`src/design/lnps_pkg.sv`:
```
// Package for the last-note priority stack: event codes, cell op codes,
// cell data and control structs. No dependencies.
`timescale 1ns / 1ps

package lnps_pkg;

  localparam int unsigned NOTE_W = 7;
  localparam int unsigned VEL_W  = 7;

  localparam logic [VEL_W-1:0] FULL_VELOCITY = 7'd127;

  // Incoming event kinds
  typedef enum logic [1:0] {
    REQ_NOTE_ON  = 2'd0,
    REQ_NOTE_OFF = 2'd1,
    REQ_ALL_OFF  = 2'd2,
    REQ_OTHER    = 2'd3
  } req_kind_e;

  // Voice actions
  typedef enum logic {
    ACT_START   = 1'b0,
    ACT_RELEASE = 1'b1
  } voice_act_e;

  // Operation broadcast to every cell of the row
  typedef enum logic [1:0] {
    OP_HOLD  = 2'd0,
    OP_PUSH  = 2'd1,
    OP_POP   = 2'd2,
    OP_CLEAR = 2'd3
  } cell_op_e;

  // Pending result kind held between update and presentation
  typedef enum logic [1:0] {
    RES_START   = 2'd0,
    RES_NEWEST  = 2'd1,
    RES_RELEASE = 2'd2
  } res_kind_e;

  typedef enum logic {
    ST_IDLE = 1'b0,
    ST_EMIT = 1'b1
  } lnps_state_e;

  typedef struct packed {
    logic              valid;
    logic [NOTE_W-1:0] note;
  } cell_t;

  typedef struct packed {
    cell_op_e          op;
    logic [NOTE_W-1:0] key;
  } lnps_ctrl_t;

endpackage

```
`src/design/lnps_if.sv`:
```
// Valid/ready channel interfaces for MIDI events in and voice commands out.
// Depends on lnps_pkg for field widths.
`timescale 1ns / 1ps

interface lnps_req_if
  import lnps_pkg::*;
();
  logic              valid;
  logic              ready;
  logic [1:0]        req_type;
  logic [NOTE_W-1:0] note_number;
  logic [VEL_W-1:0]  velocity;

  modport source (output valid, output req_type, output note_number, output velocity,
                  input ready);
  modport sink   (input valid, input req_type, input note_number, input velocity,
                  output ready);
endinterface

interface lnps_rsp_if
  import lnps_pkg::*;
();
  logic              valid;
  logic              ready;
  logic              voice_action;
  logic [NOTE_W-1:0] voice_note;
  logic [VEL_W-1:0]  voice_velocity;

  modport source (output valid, output voice_action, output voice_note,
                  output voice_velocity, input ready);
  modport sink   (input valid, input voice_action, input voice_note,
                  input voice_velocity, output ready);
endinterface

```
`src/design/lnps_cell.sv`:
```
// One slot of the note stack: holds a note and a valid bit, shifts to or
// from its neighbours on push/pop. Depends on lnps_pkg.
`timescale 1ns / 1ps

module lnps_cell
  import lnps_pkg::*;
(
  input  logic       clk_i,
  input  logic       rst_ni,
  input  lnps_ctrl_t ctrl_i,
  input  cell_t      newer_i,  // neighbour towards the newest end
  input  cell_t      older_i,  // neighbour towards the oldest end
  input  logic       seen_i,   // key matched in a newer cell
  output logic       seen_o,
  output cell_t      data_o
);

  logic              valid_q, valid_d;
  logic [NOTE_W-1:0] note_q, note_d;
  logic              hit;

  assign hit    = valid_q && (note_q == ctrl_i.key);
  assign seen_o = seen_i | hit;
  assign data_o = '{valid: valid_q, note: note_q};

  always_comb begin
    valid_d = valid_q;
    note_d  = note_q;
    case (ctrl_i.op)
      OP_PUSH: begin
        // shift older until the earlier copy of the key is overwritten
        if (!seen_i) begin
          valid_d = newer_i.valid;
          note_d  = newer_i.note;
        end
      end
      OP_POP: begin
        // close the gap left by the removed key
        if (seen_i || hit) begin
          valid_d = older_i.valid;
          note_d  = older_i.note;
        end
      end
      OP_CLEAR: valid_d = 1'b0;
      default: ;
    endcase
  end

  always_ff @(posedge clk_i or negedge rst_ni) begin
    if (!rst_ni) begin
      valid_q <= 1'b0;
    end else begin
      valid_q <= valid_d;
    end
  end

  always_ff @(posedge clk_i) begin
    note_q <= note_d;
  end

endmodule

```
`src/design/lnps_chain.sv`:
```
// Row of NOTE_SLOTS stack cells, newest at index 0, oldest at the far end.
// Depends on lnps_pkg and lnps_cell.
`timescale 1ns / 1ps

module lnps_chain
  import lnps_pkg::*;
#(
  parameter int unsigned NOTE_SLOTS = 128
) (
  input  logic       clk_i,
  input  logic       rst_ni,
  input  lnps_ctrl_t ctrl_i,
  output cell_t      head_o
);

  cell_t cells [NOTE_SLOTS];
  logic  seen  [NOTE_SLOTS+1];

  assign seen[0] = 1'b0;
  assign head_o  = cells[0];

  for (genvar i = 0; i < NOTE_SLOTS; i++) begin : g_cell
    cell_t newer, older;

    if (i == 0) begin : g_first
      assign newer = '{valid: 1'b1, note: ctrl_i.key};
    end else begin : g_mid_newer
      assign newer = cells[i-1];
    end

    if (i == NOTE_SLOTS - 1) begin : g_last
      assign older = '{valid: 1'b0, note: '0};
    end else begin : g_mid_older
      assign older = cells[i+1];
    end

    lnps_cell u_cell (
      .clk_i  (clk_i),
      .rst_ni (rst_ni),
      .ctrl_i (ctrl_i),
      .newer_i(newer),
      .older_i(older),
      .seen_i (seen[i]),
      .seen_o (seen[i+1]),
      .data_o (cells[i])
    );
  end

endmodule

```
`src/design/last_note_priority_stack_top.sv`:
```
// Last-note priority stack for a mono voice. Depends on lnps_pkg, lnps_if, lnps_chain.
// A note or all-off transaction updates the row at the accept edge; in the emit state the
// output register then loads the pending note or the head cell once its slot is free or taken.
// No new event is taken until that load; a result waiting at the output holds off the load
// and so the input. Other events give nothing and leave the block idle and ready.
// Reset: asynchronous, active low; empties the stack (valid bits) and the output slot.
`timescale 1ns / 1ps

module last_note_priority_stack_top
  import lnps_pkg::*;
#(
  parameter int unsigned NOTE_SLOTS = 128
) (
  input  logic        clk_i,
  input  logic        rst_ni,
  lnps_req_if.sink    req_i,
  lnps_rsp_if.source  rsp_o
);

  // ---------------------------------------------------------------------
  // Control state
  // ---------------------------------------------------------------------
  lnps_state_e       state_q, state_d;
  res_kind_e         res_q, res_d;
  logic [NOTE_W-1:0] pend_note_q;
  logic [VEL_W-1:0]  pend_vel_q;

  // Output register: a finished result may wait here while a new event is taken
  logic              out_valid_q, out_valid_d;
  logic              out_action_q;
  logic [NOTE_W-1:0] out_note_q;
  logic [VEL_W-1:0]  out_vel_q;

  logic       accept;
  logic       has_result;
  logic       out_load;
  lnps_ctrl_t ctrl;
  cell_t      head;
  req_kind_e  kind;

  assign kind   = req_kind_e'(req_i.req_type);
  assign accept = req_i.valid && req_i.ready;

  // ---------------------------------------------------------------------
  // Event decode: note on with zero velocity is a note off
  // ---------------------------------------------------------------------
  always_comb begin
    res_d      = res_q;
    has_result = 1'b1;
    ctrl.op    = OP_HOLD;
    ctrl.key   = req_i.note_number;
    case (kind)
      REQ_NOTE_ON: begin
        if (req_i.velocity != '0) begin
          ctrl.op = OP_PUSH;
          res_d   = RES_START;
        end else begin
          ctrl.op = OP_POP;
          res_d   = RES_NEWEST;
        end
      end
      REQ_NOTE_OFF: begin
        ctrl.op = OP_POP;
        res_d   = RES_NEWEST;
      end
      REQ_ALL_OFF: begin
        ctrl.op = OP_CLEAR;
        res_d   = RES_RELEASE;
      end
      default: has_result = 1'b0;
    endcase
    if (!accept) begin
      ctrl.op = OP_HOLD;
    end
  end

  // ---------------------------------------------------------------------
  // Cell row: removal and insertion happen in the accept cycle
  // ---------------------------------------------------------------------
  lnps_chain #(
    .NOTE_SLOTS(NOTE_SLOTS)
  ) u_chain (
    .clk_i (clk_i),
    .rst_ni(rst_ni),
    .ctrl_i(ctrl),
    .head_o(head)
  );

  // ---------------------------------------------------------------------
  // Sequencer: next state
  // ---------------------------------------------------------------------
  always_comb begin
    state_d = state_q;
    case (state_q)
      ST_IDLE: if (accept && has_result) state_d = ST_EMIT;
      ST_EMIT: if (out_load) state_d = ST_IDLE;
      default: state_d = ST_IDLE;
    endcase
  end

  // Sequencer: outputs
  always_comb begin
    req_i.ready = 1'b0;
    out_load    = 1'b0;
    case (state_q)
      ST_IDLE: req_i.ready = 1'b1;
      ST_EMIT: out_load = !out_valid_q || rsp_o.ready;
      default: ;
    endcase
  end

  assign out_valid_d = out_load || (out_valid_q && !rsp_o.ready);

  always_ff @(posedge clk_i or negedge rst_ni) begin
    if (!rst_ni) begin
      state_q     <= ST_IDLE;
      res_q       <= RES_RELEASE;
      out_valid_q <= 1'b0;
    end else begin
      state_q     <= state_d;
      out_valid_q <= out_valid_d;
      if (accept) begin
        res_q <= res_d;
      end
    end
  end

  // Payload registers
  always_ff @(posedge clk_i) begin
    if (accept) begin
      pend_note_q <= req_i.note_number;
      pend_vel_q  <= req_i.velocity;
    end
    if (out_load) begin
      case (res_q)
        RES_START: begin
          out_action_q <= ACT_START;
          out_note_q   <= pend_note_q;
          out_vel_q    <= pend_vel_q;
        end
        RES_NEWEST: begin
          // retrigger on the newest remaining note, or release if empty
          if (head.valid) begin
            out_action_q <= ACT_START;
            out_note_q   <= head.note;
            out_vel_q    <= FULL_VELOCITY;
          end else begin
            out_action_q <= ACT_RELEASE;
            out_note_q   <= '0;
            out_vel_q    <= '0;
          end
        end
        default: begin
          out_action_q <= ACT_RELEASE;
          out_note_q   <= '0;
          out_vel_q    <= '0;
        end
      endcase
    end
  end

  assign rsp_o.valid          = out_valid_q;
  assign rsp_o.voice_action   = out_action_q;
  assign rsp_o.voice_note     = out_note_q;
  assign rsp_o.voice_velocity = out_vel_q;

  // ---------------------------------------------------------------------
  // Assertions
  // ---------------------------------------------------------------------
  // A pushed note is the newest entry in the next cycle
  a_push_head: assert property (@(posedge clk_i) disable iff (!rst_ni)
    (accept && ctrl.op == OP_PUSH) |=>
      (head.valid && head.note == $past(req_i.note_number)))
    else $error("pushed note not at head of stack");

  // Clearing empties the stack
  a_clear_empty: assert property (@(posedge clk_i) disable iff (!rst_ni)
    (accept && ctrl.op == OP_CLEAR) |=> !head.valid)
    else $error("stack not empty after clear");

  // A result only appears when a pending event is presented
  a_out_from_emit: assert property (@(posedge clk_i) disable iff (!rst_ni)
    $rose(out_valid_q) |-> $past(state_q == ST_EMIT))
    else $error("result raised without pending event");

  // A result on release carries no note or velocity
  a_release_zero: assert property (@(posedge clk_i) disable iff (!rst_ni)
    (out_valid_q && out_action_q == ACT_RELEASE) |-> (out_note_q == '0 && out_vel_q == '0))
    else $error("release result with non-zero payload");

endmodule

```
`src/flat_wrapper.sv`:
```
// flat-port wrapper written by rule: the top's interface ports become plain ports
module last_note_priority_stack_top_flat import lnps_pkg::*;
#(
  parameter int unsigned NOTE_SLOTS = 128
)
  (clk_i, rst_ni, req_i_valid, req_i_req_type, req_i_note_number, req_i_velocity, req_i_ready, rsp_o_valid, rsp_o_voice_action, rsp_o_voice_note, rsp_o_voice_velocity, rsp_o_ready);
  lnps_req_if req_i_i ();
  lnps_rsp_if rsp_o_i ();
  input  logic clk_i;
  input  logic rst_ni;
  input wire logic [$bits(req_i_i.valid)-1:0] req_i_valid;
  input wire logic [$bits(req_i_i.req_type)-1:0] req_i_req_type;
  input wire logic [$bits(req_i_i.note_number)-1:0] req_i_note_number;
  input wire logic [$bits(req_i_i.velocity)-1:0] req_i_velocity;
  output wire logic [$bits(req_i_i.ready)-1:0] req_i_ready;
  output wire logic [$bits(rsp_o_i.valid)-1:0] rsp_o_valid;
  output wire logic [$bits(rsp_o_i.voice_action)-1:0] rsp_o_voice_action;
  output wire logic [$bits(rsp_o_i.voice_note)-1:0] rsp_o_voice_note;
  output wire logic [$bits(rsp_o_i.voice_velocity)-1:0] rsp_o_voice_velocity;
  input wire logic [$bits(rsp_o_i.ready)-1:0] rsp_o_ready;
  assign req_i_i.valid = req_i_valid;
  assign req_i_i.req_type = req_i_req_type;
  assign req_i_i.note_number = req_i_note_number;
  assign req_i_i.velocity = req_i_velocity;
  assign req_i_ready = req_i_i.ready;
  assign rsp_o_valid = rsp_o_i.valid;
  assign rsp_o_voice_action = rsp_o_i.voice_action;
  assign rsp_o_voice_note = rsp_o_i.voice_note;
  assign rsp_o_voice_velocity = rsp_o_i.voice_velocity;
  assign rsp_o_i.ready = rsp_o_ready;
  last_note_priority_stack_top #(.NOTE_SLOTS(NOTE_SLOTS)) u_core (.clk_i(clk_i), .rst_ni(rst_ni), .req_i(req_i_i), .rsp_o(rsp_o_i));
endmodule
```
`config.mk`:
```
export PLATFORM = sky130hd
export DESIGN_NAME = last_note_priority_stack_top_flat
export DESIGN_NICKNAME = d
export VERILOG_FILES = /design/src/design/lnps_pkg.sv /design/src/design/lnps_if.sv /design/src/design/lnps_cell.sv /design/src/design/lnps_chain.sv /design/src/design/last_note_priority_stack_top.sv /design/src/flat_wrapper.sv
export SDC_FILE = /design/constraint.sdc
export NUM_CORES = 2
export LEC_CHECK = 0
export BUFFER_PORTS_ARGS = -buffer_cell sky130_fd_sc_hd__buf_2
export CAP_MARGIN = 20
export CORE_MARGIN = 1.5
export CORE_UTILIZATION = 40
export CTS_BUF_LIST = sky130_fd_sc_hd__clkbuf_8
export CTS_CLUSTER_SIZE = 8
export DETAILED_ROUTE_END_ITERATION = 10
export GPL_TIMING_DRIVEN = 0
export PLACE_DENSITY = 0.62
export SETUP_SLACK_MARGIN = 0.15
export SLEW_MARGIN = 20
export SYNTH_ARGS = -nofsm -noshare
export SYNTH_HDL_FRONTEND = slang
export SYNTH_SLANG_ARGS = --single-unit
```
`constraint.sdc`:
```
create_clock -name clk_i -period 12.25 [get_ports clk_i]
set_input_delay 2.45 -clock clk_i [delete_from_list [all_inputs] [get_ports clk_i]]
set_output_delay 2.45 -clock clk_i [all_outputs]
set_load 0.005 [all_outputs]
```
==> results.sh <==
export IMPL_r2r_cells=12
export IMPL_utilization=0.446
export IMPL_cts_max_level=4
export IMPL_drtAntennaViolNets=0
export IMPL_ys_async_sr_fraction=0.125
export IMPL_synthFlopType="edfxtp_1"
export IMPL_antenna_found_initial=10
export IMPL_cts_made_buffers=186
export IMPL_rr_endpoint="u_core.u_chain.g_cell[101].u_cell.note_q[4]"
export IMPL_critPathCaptureType="flop"
export IMPL_syn_num_nets=4769
export IMPL_powerDensity_nw_per_um2=155
export IMPL_r2r_slack_ns=6.30
export IMPL_place_congestion=1.02
export IMPL_fmax_ghz=0.132
export IMPL_tns_ns=0
export IMPL_final_cell_mix="mux2_2, edfxtp_1, xnor2_1"
export IMPL_rsz0062_at_grt="no"
export IMPL_ir_drop_uv=117
export IMPL_area_delta_synth_final_pct=10.9
export IMPL_finClkSkew_ns=0.0779
export IMPL_muxShareOfSynthArea=0.186
export IMPL_hp_start="u_core.state_q"
export IMPL_clk_pin_slew_worst_paths_ns=0.06
export IMPL_cp_start_kind="input pin"
export IMPL_drt_iter0_markers=6414
export IMPL_synth_area_leader_cell="edfxtp_1"
export IMPL_fillers=14100
export IMPL_drive_above_1_share=0.291
export IMPL_postSynthAreaPerCell_um2=12.9
export IMPL_numPortBuffers=36
export IMPL_required_ns=12.80
export IMPL_rr_startpoint="u_core.state_q"
export IMPL_setup_viol=0
export IMPL_num_nets_final=5006
export IMPL_wirelength_um=250000
export IMPL_cts_tree="built"
export IMPL_synth_compound_area_frac=0.0509
export IMPL_critPathMaxFanout=10
export IMPL_slew_violations=0
export IMPL_min_to="u_core.rsp_o.valid"
export IMPL_cap_violations=0
export IMPL_clockBufferDepth=3
export IMPL_yosysWarnings=0
export IMPL_num_vias=45200
export IMPL_fin_crit_ns=7.60
export IMPL_grt_pass1_vias=43600
export IMPL_path_class="input pin to flop"
export IMPL_min_path_type="flop to flop"
export IMPL_grt_max_degree=74
export IMPL_synth_top_family_by_area="multiplexers"
export IMPL_die_w_um=393
export IMPL_grt_overflow=0
export IMPL_hpwl_um=180000
export IMPL_hold_depth=2
export IMPL_hold_violations=0
export IMPL_cts_num_sinks=1057
export IMPL_synth_edff_count=925
export IMPL_post_cts_resized=0
export IMPL_rows=143
export IMPL_drt_wirelength_per_cell_um=34.8
export IMPL_synthXorXnorAreaFrac=0.129
export IMPL_setup_slack_ns=4.65
export IMPL_ctsRootBufferMaster="clkbuf_8"
export IMPL_die_h_um=393
export IMPL_seqCellArea_um2=31100
export IMPL_core_um2=152000
export IMPL_synth_area_um2=60900
export IMPL_vias_per_cell=6.30
export IMPL_p_total_w=0.0105
export IMPL_worst_pin_slew_ns=1.36
export IMPL_synth_seq_cells=1057
export IMPL_dr_pass1_iters=8
export IMPL_status="complete, no violations"
export IMPL_syn_inst=4741
export IMPL_ys_types=88
export IMPL_post_cts_buffers=0
export IMPL_cp_arrival_ns=8.16
export IMPL_clk_latency_ns=0.97
export IMPL_grtUsageTotal=0.313
export IMPL_synthAdderAreaFrac=0.00164
export IMPL_drcViolationCount=0
export IMPL_seq_area_frac_synth=0.510
export IMPL_dieArea_um2=155000
export IMPL_synthSimpleGateAreaFrac=0.0869
export IMPL_grt_pass1_wl_um=343000
export IMPL_mostFrequentLayoutCell="mux2_2"
export IMPL_io_pins=37
export IMPL_synth_top_area_frac=0.456
export IMPL_pre_cts_slack_ns=3.92
export IMPL_finalCritPeriodShare=0.621
export IMPL_maxSlewHeadroom=0.0950
export IMPL_p_leak_nw=20.6
export IMPL_cts_hold_buf=0
export IMPL_multi_input_comb_area_um2=27900
export IMPL_initial_utilization=0.402
export IMPL_synthTopCellsByArea="edfxtp_1, mux2_2, xnor2_1"
[logic make-up after synthesis]
family                     Yosys count
xor gates and xnor gates           896
DFF                               1057
and+or+nand+nor                    983
buffers and inverters              343
AOI/OAI and AO/OA                  442
muxes                             1012
adders and majority gates            8
[how the worst max path moves through the flow]
stage                              start                                          end  slack [ns]  cells past startpoint
floorplan           req_i_note_number[2]   u_core.u_chain.g_cell[45].u_cell.note_q[0]        6.20                     12
global placement       req_i_req_type[0]  u_core.u_chain.g_cell[101].u_cell.note_q[2]        3.11                     14
detailed placement  req_i_note_number[2]  u_core.u_chain.g_cell[107].u_cell.note_q[5]        3.92                     17
CTS                 req_i_note_number[2]  u_core.u_chain.g_cell[107].u_cell.note_q[0]        4.89                     17
global route        req_i_note_number[2]  u_core.u_chain.g_cell[107].u_cell.note_q[6]        4.76                     17
finish              req_i_note_number[2]  u_core.u_chain.g_cell[107].u_cell.note_q[6]        4.65                     17
[cell type report]
type / count / share of cell area
flip-flops and latches: 1057 / 0.460
diodes: 5 / 0.000185
clock inverters: 145 / 0.00989
clock buffers: 199 / 0.0405
inverters: 25 / 0.00139
plain buffers: 318 / 0.0323
repair buffers: 49 / 0.00570
well taps: 2030 / 0.0376
multi-input cells: 3341 / 0.413
[report_power, final]
group	total [W]	internal, W	switching, W
Clock	0.00315	0.00152	0.00163
Combinational	0.00246	0.000925	0.00153
Sequential	0.00490	0.00441	0.000493
Total	0.0105	0.00685	0.00366
[synthesized netlist by cell type (all sizes together) (19+ instances only)]
library cell and instances:
o31ai 19, clkbuf 192, edfxtp 925, and3 32
xnor2 620, dfrtp 131, xor2 276, nor4 72
mux2 952, and2 47, a21oi 110, nor2 354
a211oi 47, nand2 91, o21ai 48, nor3 43
mux2i 60, a22o 55, buf 126, nand3 26
nand4 231, a31oi 39, a22oi 36, inv 24
[sequential cells by signal, summed over array words and instances (netlist names)]
| name | count |
|---|---|
| u_core.res_q | 2 |
| u_core.u_chain.g_cell.u_cell.valid_q | 128 |
| u_core.rsp_o.voice_velocity | 7 |
| u_core.rsp_o.valid | 1 |
| u_core.pend_vel_q | 7 |
| u_core.pend_note_q | 7 |
| u_core.rsp_o.voice_action | 1 |
| u_core.state_q | 1 |
| u_core.rsp_o.voice_note | 7 |
| u_core.u_chain.g_cell.u_cell.note_q | 896 |
[routing by layer]
metal  track usage  wire length [µm]  vias to the layer above
li1              -                 -                    18200
met1         0.416             98300                    23000
met2         0.462            107000                     3165
met3        0.0842             28500                      780
met4         0.173             15400                        4
met5             0                24                        -
[stage by stage]
stage | cells | cell area (µm²) | hold WS (ns)
2_1_floorplan | 4741 | 60900 | 0.469
3_3_place_gp | 6807 | 63700 | 0.470
3_5_place_dp | 6818 | 64100 | 0.493
4_1_cts | 7162 | 67500 | 0.508
5_1_grt | 7165 | 67600 | 0.543
6_report | 7169 | 67600 | 0.512
[critical path, stage by stage]
cell and delay [ns]:
buf_2 0.09, buf_2 0.15, buf_6 0.27, buf_6 0.32, buf_4 0.40, buf_6 0.35, buf_6 0.28, buf_4 0.39
xnor2_1 0.12, nand4_1 0.14, nor2_1 0.05, nor4_1 0.41, nand4_1 0.59, clkbuf_1 0.50, nor2_1 0.61, nand2_1 0.13
a221oi_2 0.79
No activity file was read; power rests on OpenSTA's default activity.
